$ cat src/design/pbrle_pkg.sv
// ----------------------------------------------------------------------------
// pbrle_pkg
// Shared types and constants of the PackBytes run-length decoder.
// ----------------------------------------------------------------------------
package pbrle_pkg;

  localparam int BYTE_W  = 8;
  localparam int COUNT_W = 7;
  localparam int FILL_W  = 3;
  localparam int VALID_W = 3;
  localparam int WORD_BYTES = 4;

  // Run types carried in bits 7..6 of a flag byte
  localparam logic [1:0] KIND_LITERAL = 2'd0;
  localparam logic [1:0] KIND_BYTE    = 2'd1;
  localparam logic [1:0] KIND_QUAD    = 2'd2;
  localparam logic [1:0] KIND_BYTE4   = 2'd3;

  localparam logic [5:0] COUNT_MASK = 6'h3f;

  // Commands from controller to datapath
  typedef struct packed {
    logic take_flag;
    logic take_lit;
    logic take_pat;
    logic emit;
  } cmd_t;

  // Status from datapath to controller
  typedef struct packed {
    logic out_free;
    logic flag_literal;
    logic lit_last;
    logic gather_done;
    logic emit_last;
  } status_t;

endpackage

$ cat src/design/pbrle_ifs.sv
// ----------------------------------------------------------------------------
// pbrle channel interfaces
// Valid/ready channels for packed input bytes and decoded output words.
// ----------------------------------------------------------------------------
interface pbrle_stream_if;
  logic       valid;
  logic       ready;
  logic [7:0] stream_byte;

  modport source (output valid, output stream_byte, input ready);
  modport sink (input valid, input stream_byte, output ready);
endinterface

interface pbrle_word_if;
  logic       valid;
  logic       ready;
  logic [7:0] out_byte_first;
  logic [7:0] out_byte_second;
  logic [7:0] out_byte_third;
  logic [7:0] out_byte_fourth;
  logic [2:0] valid_bytes;
  logic       run_end;

  modport source (output valid, output out_byte_first, output out_byte_second,
                  output out_byte_third, output out_byte_fourth,
                  output valid_bytes, output run_end, input ready);
  modport sink (input valid, input out_byte_first, input out_byte_second,
                input out_byte_third, input out_byte_fourth,
                input valid_bytes, input run_end, output ready);
endinterface

$ cat src/design/pbrle_datapath.sv
// ----------------------------------------------------------------------------
// pbrle_datapath
// Run registers, pattern store and the output word register.
// ----------------------------------------------------------------------------
module pbrle_datapath (
  input  logic                                clk,
  input  logic                                rst,
  input  logic [pbrle_pkg::BYTE_W-1:0]        stream_byte,
  input  pbrle_pkg::cmd_t                     cmd,
  output pbrle_pkg::status_t                  status,
  input  logic                                word_ready,
  output logic                                word_valid,
  output logic [pbrle_pkg::BYTE_W-1:0]        word_bytes [pbrle_pkg::WORD_BYTES],
  output logic [pbrle_pkg::VALID_W-1:0]       word_count,
  output logic                                word_last
);

  logic [1:0]                         run_kind;
  logic [pbrle_pkg::COUNT_W-1:0]      run_count;
  logic [pbrle_pkg::FILL_W-1:0]       gathered;
  logic [pbrle_pkg::BYTE_W-1:0]       pattern_store [pbrle_pkg::WORD_BYTES];

  logic [pbrle_pkg::FILL_W-1:0]       fill_next;
  logic [pbrle_pkg::COUNT_W-1:0]      count_dec;
  logic                               lit_word;
  logic [pbrle_pkg::BYTE_W-1:0]       merged [pbrle_pkg::WORD_BYTES];
  logic [pbrle_pkg::BYTE_W-1:0]       load_bytes [pbrle_pkg::WORD_BYTES];
  logic [pbrle_pkg::VALID_W-1:0]      load_count;
  logic                               load_last;
  logic                               load;
  logic [pbrle_pkg::COUNT_W-1:0]      emit_step;

  assign fill_next = gathered + 3'd1;
  assign count_dec = run_count - 7'd1;

  assign status.out_free     = !word_valid || word_ready;
  assign status.flag_literal = (stream_byte[7:6] == pbrle_pkg::KIND_LITERAL);
  assign status.lit_last     = (run_count == 7'd1);
  assign status.gather_done  = (run_kind == pbrle_pkg::KIND_QUAD) ?
                               (gathered == 3'd3) : 1'b1;
  assign status.emit_last    = (run_kind == pbrle_pkg::KIND_BYTE) ?
                               (run_count <= 7'd4) : (run_count == 7'd1);

  assign lit_word = (fill_next == 3'd4) || (run_count == 7'd1);
  assign load     = (cmd.take_lit && lit_word) || cmd.emit;

  // Kind 1 consumes up to four bytes a word, the others one repetition a word
  assign emit_step = (run_kind == pbrle_pkg::KIND_BYTE) ?
                     ((run_count >= 7'd4) ? 7'd4 : run_count) : 7'd1;

  always_comb begin
    for (int i = 0; i < pbrle_pkg::WORD_BYTES; i++) begin
      merged[i] = (i == int'(gathered[1:0])) ? stream_byte : pattern_store[i];
    end
    if (cmd.take_lit) begin
      load_count = fill_next;
      load_last  = (run_count == 7'd1);
      for (int i = 0; i < pbrle_pkg::WORD_BYTES; i++) begin
        load_bytes[i] = (i < int'(fill_next)) ? merged[i] : '0;
      end
    end else if (run_kind == pbrle_pkg::KIND_BYTE) begin
      load_count = emit_step[pbrle_pkg::VALID_W-1:0];
      load_last  = status.emit_last;
      for (int i = 0; i < pbrle_pkg::WORD_BYTES; i++) begin
        load_bytes[i] = (i < int'(emit_step)) ? pattern_store[0] : '0;
      end
    end else begin
      load_count = 3'd4;
      load_last  = status.emit_last;
      for (int i = 0; i < pbrle_pkg::WORD_BYTES; i++) begin
        load_bytes[i] = (run_kind == pbrle_pkg::KIND_QUAD) ? pattern_store[i]
                                                           : pattern_store[0];
      end
    end
  end

  always_ff @(posedge clk) begin
    if (rst) begin
      run_kind   <= pbrle_pkg::KIND_LITERAL;
      run_count  <= '0;
      gathered   <= '0;
      word_valid <= 1'b0;
    end else begin
      if (load) begin
        word_valid <= 1'b1;
      end else if (word_ready) begin
        word_valid <= 1'b0;
      end

      if (cmd.take_flag) begin
        run_kind  <= stream_byte[7:6];
        run_count <= {1'b0, stream_byte[5:0] & pbrle_pkg::COUNT_MASK} + 7'd1;
        gathered  <= '0;
      end else if (cmd.take_lit) begin
        run_count <= count_dec;
        gathered  <= lit_word ? 3'd0 : fill_next;
      end else if (cmd.take_pat) begin
        gathered <= fill_next;
      end else if (cmd.emit) begin
        run_count <= run_count - emit_step;
        gathered  <= '0;
      end
    end
  end

  always_ff @(posedge clk) begin
    if (cmd.take_lit || cmd.take_pat) begin
      pattern_store[gathered[1:0]] <= stream_byte;
    end
    if (load) begin
      word_bytes <= load_bytes;
      word_count <= load_count;
      word_last  <= load_last;
    end
  end

endmodule

$ cat src/design/pbrle_controller.sv
// ----------------------------------------------------------------------------
// pbrle_controller
// Sequencer: flag, literal, pattern gathering and repeat expansion.
// ----------------------------------------------------------------------------
module pbrle_controller (
  input  logic                clk,
  input  logic                rst,
  input  logic                stream_valid,
  output logic                stream_ready,
  input  pbrle_pkg::status_t  status,
  output pbrle_pkg::cmd_t     cmd
);

  localparam logic [1:0] ST_FLAG   = 2'd0;
  localparam logic [1:0] ST_LIT    = 2'd1;
  localparam logic [1:0] ST_PAT    = 2'd2;
  localparam logic [1:0] ST_EXPAND = 2'd3;

  logic [1:0] state;
  logic [1:0] state_next;
  logic       accept;

  // Hold input while expanding or while the output word cannot move
  assign stream_ready = status.out_free && (state != ST_EXPAND);
  assign accept       = stream_valid && stream_ready;

  assign cmd.take_flag = accept && (state == ST_FLAG);
  assign cmd.take_lit  = accept && (state == ST_LIT);
  assign cmd.take_pat  = accept && (state == ST_PAT);
  assign cmd.emit      = (state == ST_EXPAND) && status.out_free;

  always_comb begin
    state_next = state;
    case (state)
      ST_FLAG: begin
        if (accept) begin
          state_next = status.flag_literal ? ST_LIT : ST_PAT;
        end
      end
      ST_LIT: begin
        if (accept && status.lit_last) begin
          state_next = ST_FLAG;
        end
      end
      ST_PAT: begin
        if (accept && status.gather_done) begin
          state_next = ST_EXPAND;
        end
      end
      ST_EXPAND: begin
        if (cmd.emit && status.emit_last) begin
          state_next = ST_FLAG;
        end
      end
      default: begin
        state_next = ST_FLAG;
      end
    endcase
  end

  always_ff @(posedge clk) begin
    if (rst) begin
      state <= ST_FLAG;
    end else begin
      state <= state_next;
    end
  end

endmodule

$ cat src/design/packbytes_run_length_decoder.sv
// ----------------------------------------------------------------------------
// packbytes_run_length_decoder
// PackBytes run-length decoder: packed bytes in, words of up to four bytes out.
// ----------------------------------------------------------------------------
// Usage:
//   stream carries one packed byte per request (flag or data); words carries
//   one decoded word per request, with valid_bytes (1 to 4) and run_end set
//   on the last word of each run. Bytes past valid_bytes read as zero.
//   A literal word leaves the output register the cycle after the byte that
//   fills it (four bytes, or the last byte of the run). After the last pattern
//   byte of a repeat run the expansion sends one word per cycle while the
//   receiver does not stall, up to 64 words, and the input is held meanwhile;
//   that rate is set by the single output word register.
//   When the receiver stalls, the output word holds and the input is held
//   until that word is taken, flag bytes included. Synchronous reset
//   returns the sequencer to awaiting a flag byte and drops any word held.
// ----------------------------------------------------------------------------
module packbytes_run_length_decoder (
  input  logic            clk,
  input  logic            rst,
  pbrle_stream_if.sink    stream,
  pbrle_word_if.source    words
);

  pbrle_pkg::cmd_t    cmd;
  pbrle_pkg::status_t status;
  logic [pbrle_pkg::BYTE_W-1:0] word_bytes [pbrle_pkg::WORD_BYTES];

  // Sequencer: decides which request each byte is and when to expand
  pbrle_controller u_ctrl (
    .clk          (clk),
    .rst          (rst),
    .stream_valid (stream.valid),
    .stream_ready (stream.ready),
    .status       (status),
    .cmd          (cmd)
  );

  // Run registers, pattern store and output word register
  pbrle_datapath u_dp (
    .clk         (clk),
    .rst         (rst),
    .stream_byte (stream.stream_byte),
    .cmd         (cmd),
    .status      (status),
    .word_ready  (words.ready),
    .word_valid  (words.valid),
    .word_bytes  (word_bytes),
    .word_count  (words.valid_bytes),
    .word_last   (words.run_end)
  );

  assign words.out_byte_first  = word_bytes[0];
  assign words.out_byte_second = word_bytes[1];
  assign words.out_byte_third  = word_bytes[2];
  assign words.out_byte_fourth = word_bytes[3];

endmodule

$ cat src/flat_wrapper.sv
// flat-port wrapper written by rule: the top's interface ports become plain ports
module packbytes_run_length_decoder_flat 
  (clk, rst, stream_valid, stream_stream_byte, stream_ready, words_valid, words_out_byte_first, words_out_byte_second, words_out_byte_third, words_out_byte_fourth, words_valid_bytes, words_run_end, words_ready);
  pbrle_stream_if stream_i ();
  pbrle_word_if words_i ();
  input  logic clk;
  input  logic rst;
  input wire logic [$bits(stream_i.valid)-1:0] stream_valid;
  input wire logic [$bits(stream_i.stream_byte)-1:0] stream_stream_byte;
  output wire logic [$bits(stream_i.ready)-1:0] stream_ready;
  output wire logic [$bits(words_i.valid)-1:0] words_valid;
  output wire logic [$bits(words_i.out_byte_first)-1:0] words_out_byte_first;
  output wire logic [$bits(words_i.out_byte_second)-1:0] words_out_byte_second;
  output wire logic [$bits(words_i.out_byte_third)-1:0] words_out_byte_third;
  output wire logic [$bits(words_i.out_byte_fourth)-1:0] words_out_byte_fourth;
  output wire logic [$bits(words_i.valid_bytes)-1:0] words_valid_bytes;
  output wire logic [$bits(words_i.run_end)-1:0] words_run_end;
  input wire logic [$bits(words_i.ready)-1:0] words_ready;
  assign stream_i.valid = stream_valid;
  assign stream_i.stream_byte = stream_stream_byte;
  assign stream_ready = stream_i.ready;
  assign words_valid = words_i.valid;
  assign words_out_byte_first = words_i.out_byte_first;
  assign words_out_byte_second = words_i.out_byte_second;
  assign words_out_byte_third = words_i.out_byte_third;
  assign words_out_byte_fourth = words_i.out_byte_fourth;
  assign words_valid_bytes = words_i.valid_bytes;
  assign words_run_end = words_i.run_end;
  assign words_i.ready = words_ready;
  packbytes_run_length_decoder u_core (.clk(clk), .rst(rst), .stream(stream_i), .words(words_i));
endmodule
$ cat config.mk
export PLATFORM = sky130hd
export DESIGN_NAME = packbytes_run_length_decoder_flat
export DESIGN_NICKNAME = d
export VERILOG_FILES = /design/src/design/pbrle_pkg.sv /design/src/design/pbrle_ifs.sv /design/src/design/pbrle_datapath.sv /design/src/design/pbrle_controller.sv /design/src/design/packbytes_run_length_decoder.sv /design/src/flat_wrapper.sv
export SDC_FILE = /design/constraint.sdc
export NUM_CORES = 1
export LEC_CHECK = 0
export ABC_AREA = 0
export BUFFER_PORTS_ARGS = -buffer_cell sky130_fd_sc_hd__buf_4
export CORE_MARGIN = 1.5
export CORE_UTILIZATION = 60
export DETAILED_ROUTE_END_ITERATION = 7
export PLACE_DENSITY_LB_ADDON = 0.1
export SLEW_MARGIN = 0
export SYNTH_ARGS = -nofsm -noshare
export SYNTH_HDL_FRONTEND = slang
export SYNTH_SLANG_ARGS = --single-unit
$ cat constraint.sdc
create_clock -name clk -period 9.4 [get_ports clk]
set_input_delay 1.88 -clock clk [delete_from_list [all_inputs] [get_ports clk]]
set_output_delay 1.88 -clock clk [all_outputs]
set_load 0.005 [all_outputs]
; ---- Word-level counts from Yosys, hierarchy flattened
; Memory sizes are Yosys's and may differ from the RTL's.
; Index checks and enable logic that the tools add are counted.
[totals]
memories = 1
in_bits = 12
output_inout_bits = 38
ram_bits = 32
register_bits = 51
[mem_list]
columns = name, depth, width, read_ports, rd_ports_with_merged_regs, write_ports, line_no
row1 = u_core.u_dp.pattern_store, 4, 8, 4, 0, 1, pbrle_datapath.sv:21  ; logic [pbrle_pkg::BYTE_W-1:0] pattern_store [pbrle_pkg::WORD_BYTES];
[op_classes]
n_mux = 42
add_sub_neg = 4
n_lt_le_gt_ge = 10
reduce_logical = 24
eq_ne = 17
[op_table]
columns = cell, count
row1 = $mux 8, 15
row2 = $mux 32, 2
row3 = $mux 7, 6
row4 = $mux 3, 6
row5 = $lt 1x7->1 const A, 2
row6 = $lt 2x7->1 const A, 2
row7 = $logic_and 1x1->1, 10
row8 = $mux 2, 5
row9 = $pmux 2 s4, 1
row10 = $add 6x1->7 const B, 1
row11 = $eq 7x1->1 const B, 1
row12 = $ge 7x3->1 const B, 1
row13 = $le 7x3->1 const B, 1
row14 = $mux 1, 7
row15 = $sub 7x1->7 const B, 1
row16 = $sub 7x7->7, 1
row17 = $eq 2x2->1 const B, 3
row18 = $logic_not 2->1, 3
row19 = $lt 1x3->1 const A, 2
row20 = $lt 2x3->1 const A, 2
row21 = $ne 2x1->1 const B, 3
row22 = $reduce_bool 3->1, 2
row23 = $eq 2x1->1 const B, 2
row24 = $eq 2x2->1 const A, 2
row25 = 12 further kinds, 16

; ---- Depth between registers and ports, before layout
[depth]
word_depth = 8
ltp_mapped = 11

; ---- By module
; From an unflattened synthesis, not the netlist that was laid out.
[unflattened]
hier_cells = 360
hier_area_um2 = 4185.3
[modules_own_cells]
columns = module, cells_per_inst, n_inst, area_each_um2, seq_area_each_um2
row1 = pbrle_datapath, 337, 1, 3990.1, 2302.2
row2 = pbrle_controller, 23, 1, 195.2, 40.0

; ---- Worst setup path after synthesis
; OpenSTA, ideal clock, no wires.
[synth_path]
path_kind = input to register
startpoint = input port words_ready
endpoint = register u_core.u_dp.word_bytes[0] (netlist name), enable pin
setup_time_ns = 0.479
setup_slack_ns = 4.261
path_stages = 3
arrival_time_ns = 4.660
required_ns = 8.921
path_buffers = 1
cell_sequence = nor2b_1 -> buf_2 -> o21ai_0
[synth_between]
elab_chain_cells = 6
elab_cells_between_ends = 7
[synth_rtl]
columns = item, line_no
row1 = "start, declared", flat_wrapper.sv:18  ; input wire logic [$bits(words_i.ready)-1:0] words_ready;
row2 = $logic_or 1x1->1 (*), pbrle_datapath.sv:36  ; assign status.out_free = !word_valid || word_ready;
row3 = $logic_and 1x1->1, pbrle_controller.sv:24  ; assign stream_ready = status.out_free && (state != ST_EXPAND);
row4 = $logic_and 1x1->1, pbrle_controller.sv:25  ; assign accept = stream_valid && stream_ready;
row5 = $logic_and 1x1->1, pbrle_controller.sv:28  ; assign cmd.take_lit = accept && (state == ST_LIT);
row6 = $logic_and 1x1->1, pbrle_datapath.sv:45  ; assign load = (cmd.take_lit && lit_word) || cmd.emit;
row7 = $logic_or 1x1->1 (*), pbrle_datapath.sv:45
row8 = named net u_core.u_dp.load, pbrle_datapath.sv:30  ; logic load;
row9 = "end signal, assigned", pbrle_datapath.sv:111  ; word_bytes <= load_bytes;
row10 = "end, declared", pbrle_datapath.sv:13  ; output logic [pbrle_pkg::BYTE_W-1:0] word_bytes [pbrle_pkg::WORD_BYTES],
; The timed path passes the listed nets; every way through them passes the cells marked *.
; A chain may end at the register's enable or synchronous reset.

; ---- Worst setup path after layout
[layout_path]
startpoint = input port words_ready
endpoint = output port stream_ready
[layout_between]
elab_chain_cells = 2
[layout_rtl]
columns = item, line_no
row1 = $logic_or 1x1->1, pbrle_datapath.sv:36
row2 = $logic_and 1x1->1, pbrle_controller.sv:24
row3 = "end, declared", flat_wrapper.sv:10  ; output wire logic [$bits(stream_i.ready)-1:0] stream_ready;
; No other way between the ends.

==> flow_summary.ini <==
[run_status]
status = finished clean

[die]
dieArea_um2 = 8169
fp.coreArea_um2 = 7331
die_h_um = 90.39
io_pins = 50
die_w_um = 90.39
start_util_pct = 62.50
rows = 31

[final_layout]
final_common_cell = edfxtp_1
stdcell_count = 566
final_cell_mix = 68 x edfxtp_1, 52 x buf_4, 34 x o21ai_0, 32 x a21oi_1, 27 x mux2i_1
area_growth_pct = 14.01
multiInputGateArea_um2 = 2113
seqCellArea_um2 = 2342
final_core_util_pct = 71.26
final_area_um2 = 5224
drive_gt1_share_pct = 18.63
antenna_cells = 0
fillCellCount = 530
finalNetCount = 489

[synthesis]
yosysWarnings = 0
yosys_register_bits = 83
synth_top_area_cell = edfxtp_1
synth_compound_area_share_pct = 20.07
netlist_area_um2 = 4582
synth_mux_area_share_pct = 8.110
synth_top_flop_cell = edfxtp_1
synth_cell_types = 58
synth_top_family_by_area = compound AO/OA/AOI/OAI gates
async_flop_share_pct = 0
syn_inst = 420
synth.area.top_cells = edfxtp_1 45%, dfxtp_1 6.6%, mux2i_1 5.9%, ha_1 3.8%, o21ai_0 3.8%
synth_fa_ha_area_share_pct = 4.260
synth_xor_area_share_pct = 0.9558
yosysTopAreaCellShare_pct = 44.57
synth_edf_count = 68
ys_seq_area_share_pct = 51.12
synth_area_per_cell_um2 = 10.91
yosys.area_share.simple_pct = 12.02

[placement]
dp_hpwl_um = 7581
placed_cell_area_um2 = 5022
dp.cells = 550
gp_congestion = 0.8985
port_buffers = 49

[route]
via_per_inst = 6.583
drc_errors = 0
routed_wl_um = 11560
wire_per_inst_um = 20.42
drtPass1Iterations = 5
drtIter0Drc = 385
antenna_left = 0
vias = 3726

[sta]
fin_skew_ns = 0.006985
slew_viol_final = 0
finalHoldViolations = 0
slew_headroom_pct = 26.98
fmax_mhz = 206.0
hold_ws_ns = 0.4845
rsz0062_at_grt = false
period_needed_ns = 4.854
worst_slew_pin_slew_ns = 1.091
setup_viol = 0
fin_setup_tns_ns = 0
finalCritPeriodShare_pct = 51.64

[grt]
grt_use_total_pct = 29.26
grt_pass1_vias = 3717
grt_pass1_wl_um = 18620
antenna_found_initial = 0
grt_max_degree = 37
overflow = 0

[cts]
path_clk_slew_ns = 0.08
clkSinkCount = 83
clk_path_buf_depth = 2
clk_latency_ns = 0.37
h-tree-depth = 3
root_buffer = clkbuf_8
hold_buffers = 0
cts.repair.resized = 0
cts_setup_buffers = 0
cts_tree = yes
cts_buffers = 9

[hold_path]
hp-class = flip-flop to flip-flop

[pwr]
powerDensity_nw_per_um2 = 163.5
p_leak_nw = 1.818
max-vdd-ir-drop_uv = 108.8

[critical_path]
start_kind = input port
required_ns = 7.52
crit_fanout = 10
crit_path_end_kind = primary output
critPathArrivalTime_ns = 2.97
worstSetupPathType = input port to primary output

[run]
cap_viol_max_count = 0
==> registers in the layout, indices dropped and copies added (netlist names) <==
name                       flops
u_core.u_dp.run_count          7
u_core.u_dp.pattern_store     32
u_core.u_ctrl.state            2
u_core.u_dp.run_kind           2
u_core.u_dp.word_count         3
u_core.u_dp.word_valid         1
u_core.u_dp.gathered           3
u_core.u_dp.word_bytes        32
u_core.u_dp.word_last          1
==> worst max-delay path, stage by stage <==
cell     delay [ns]
buf_4          0.11
nor2b_1        0.67
a21oi_1        0.13
buf_4          0.19
==> Yosys cell counts, types with 2 or more instances <==
library cell,number
a31oi_1,5
nor3_1,5
ha_1,14
o32ai_1,9
nor3_2,2
nand3_1,7
mux2i_1,27
clkbuf_1,14
a22o_1,8
xnor2_1,2
o311ai_0,2
a21o_1,3
edfxtp_1,68
a22oi_1,8
o21ai_0,35
a21oi_1,32
o22ai_1,8
a32oi_1,2
or3_1,12
xor2_1,3
dfxtp_1,15
nand2b_1,14
and2_1,4
a211o_1,2
inv_1,13
nor2_1,23
a211oi_1,3
a2111oi_0,2
nand2_1,21
buf_1,2
buf_2,7
mux2_2,9
nand3b_1,2
nor2b_1,3
and3_1,2
o31ai_1,10
==> per-stage QoR <==
| step | setup slack, ns | power (W) |
|---|---|---|
| finish | 4.546 | 0.0008541 |
| global route | 4.393 | 0.0008847 |
| CTS | 4.521 | 0.0008496 |
| detailed placement | 4.528 | 0.0005928 |
| global placement | 4.611 | 0.0005885 |
| floorplan | 4.261 | 0.0005461 |
==> layout make-up <==
type | count | share of cell area (%)
timing repair buffer | 52 | 7.473
tap | 99 | 2.371
clock inverter | 7 | 1.485
clock buffer | 9 | 2.371
multi-input combinational | 302 | 40.46
sequential | 83 | 44.84
inverter | 14 | 1.006
==> layer usage <==
layer  global-route usage (%)  part of all wire, %
met1                    36.18                   39
met2                    49.12                   51
met3                    3.367                  7.4
met4                    17.86                  3.1
met5                        0                    0
==> where the power goes <==
part | internal, W | leakage [nW] | switching [W]
clock network | 0.000124 | 0.0881 | 0.000141
logic | 0.0000633 | 0.993 | 0.0000935
registers | 0.000415 | 0.737 | 0.0000175
==> path summary, 6_finish.rpt <==
| path | from | end | slack (ns) | depth (start not counted) |
|---|---|---|---|---|
| worst min register to register | u_core.u_dp.gathered[2] | u_core.u_dp.gathered[2] | 0.48 | 2 |
| worst max register to register | u_core.u_dp.run_count[3] | u_core.u_dp.run_count[6] | 6.46 | 10 |
| worst max-delay path | words_ready | stream_ready | 4.55 | 4 |
| worst min-delay path | u_core.u_dp.gathered[2] | u_core.u_dp.gathered[2] | 0.48 | 2 |
==> logic make-up after synthesis <==
group / after synthesis
and+or+nand+nor: 103
buffers and inverters: 38
other: 1
muxes: 36
xor gates and xnor gates: 5
adders and majority gates: 15
DFF: 83
AOI/OAI and AO/OA: 139
No activity file was read; power rests on OpenSTA's default activity.
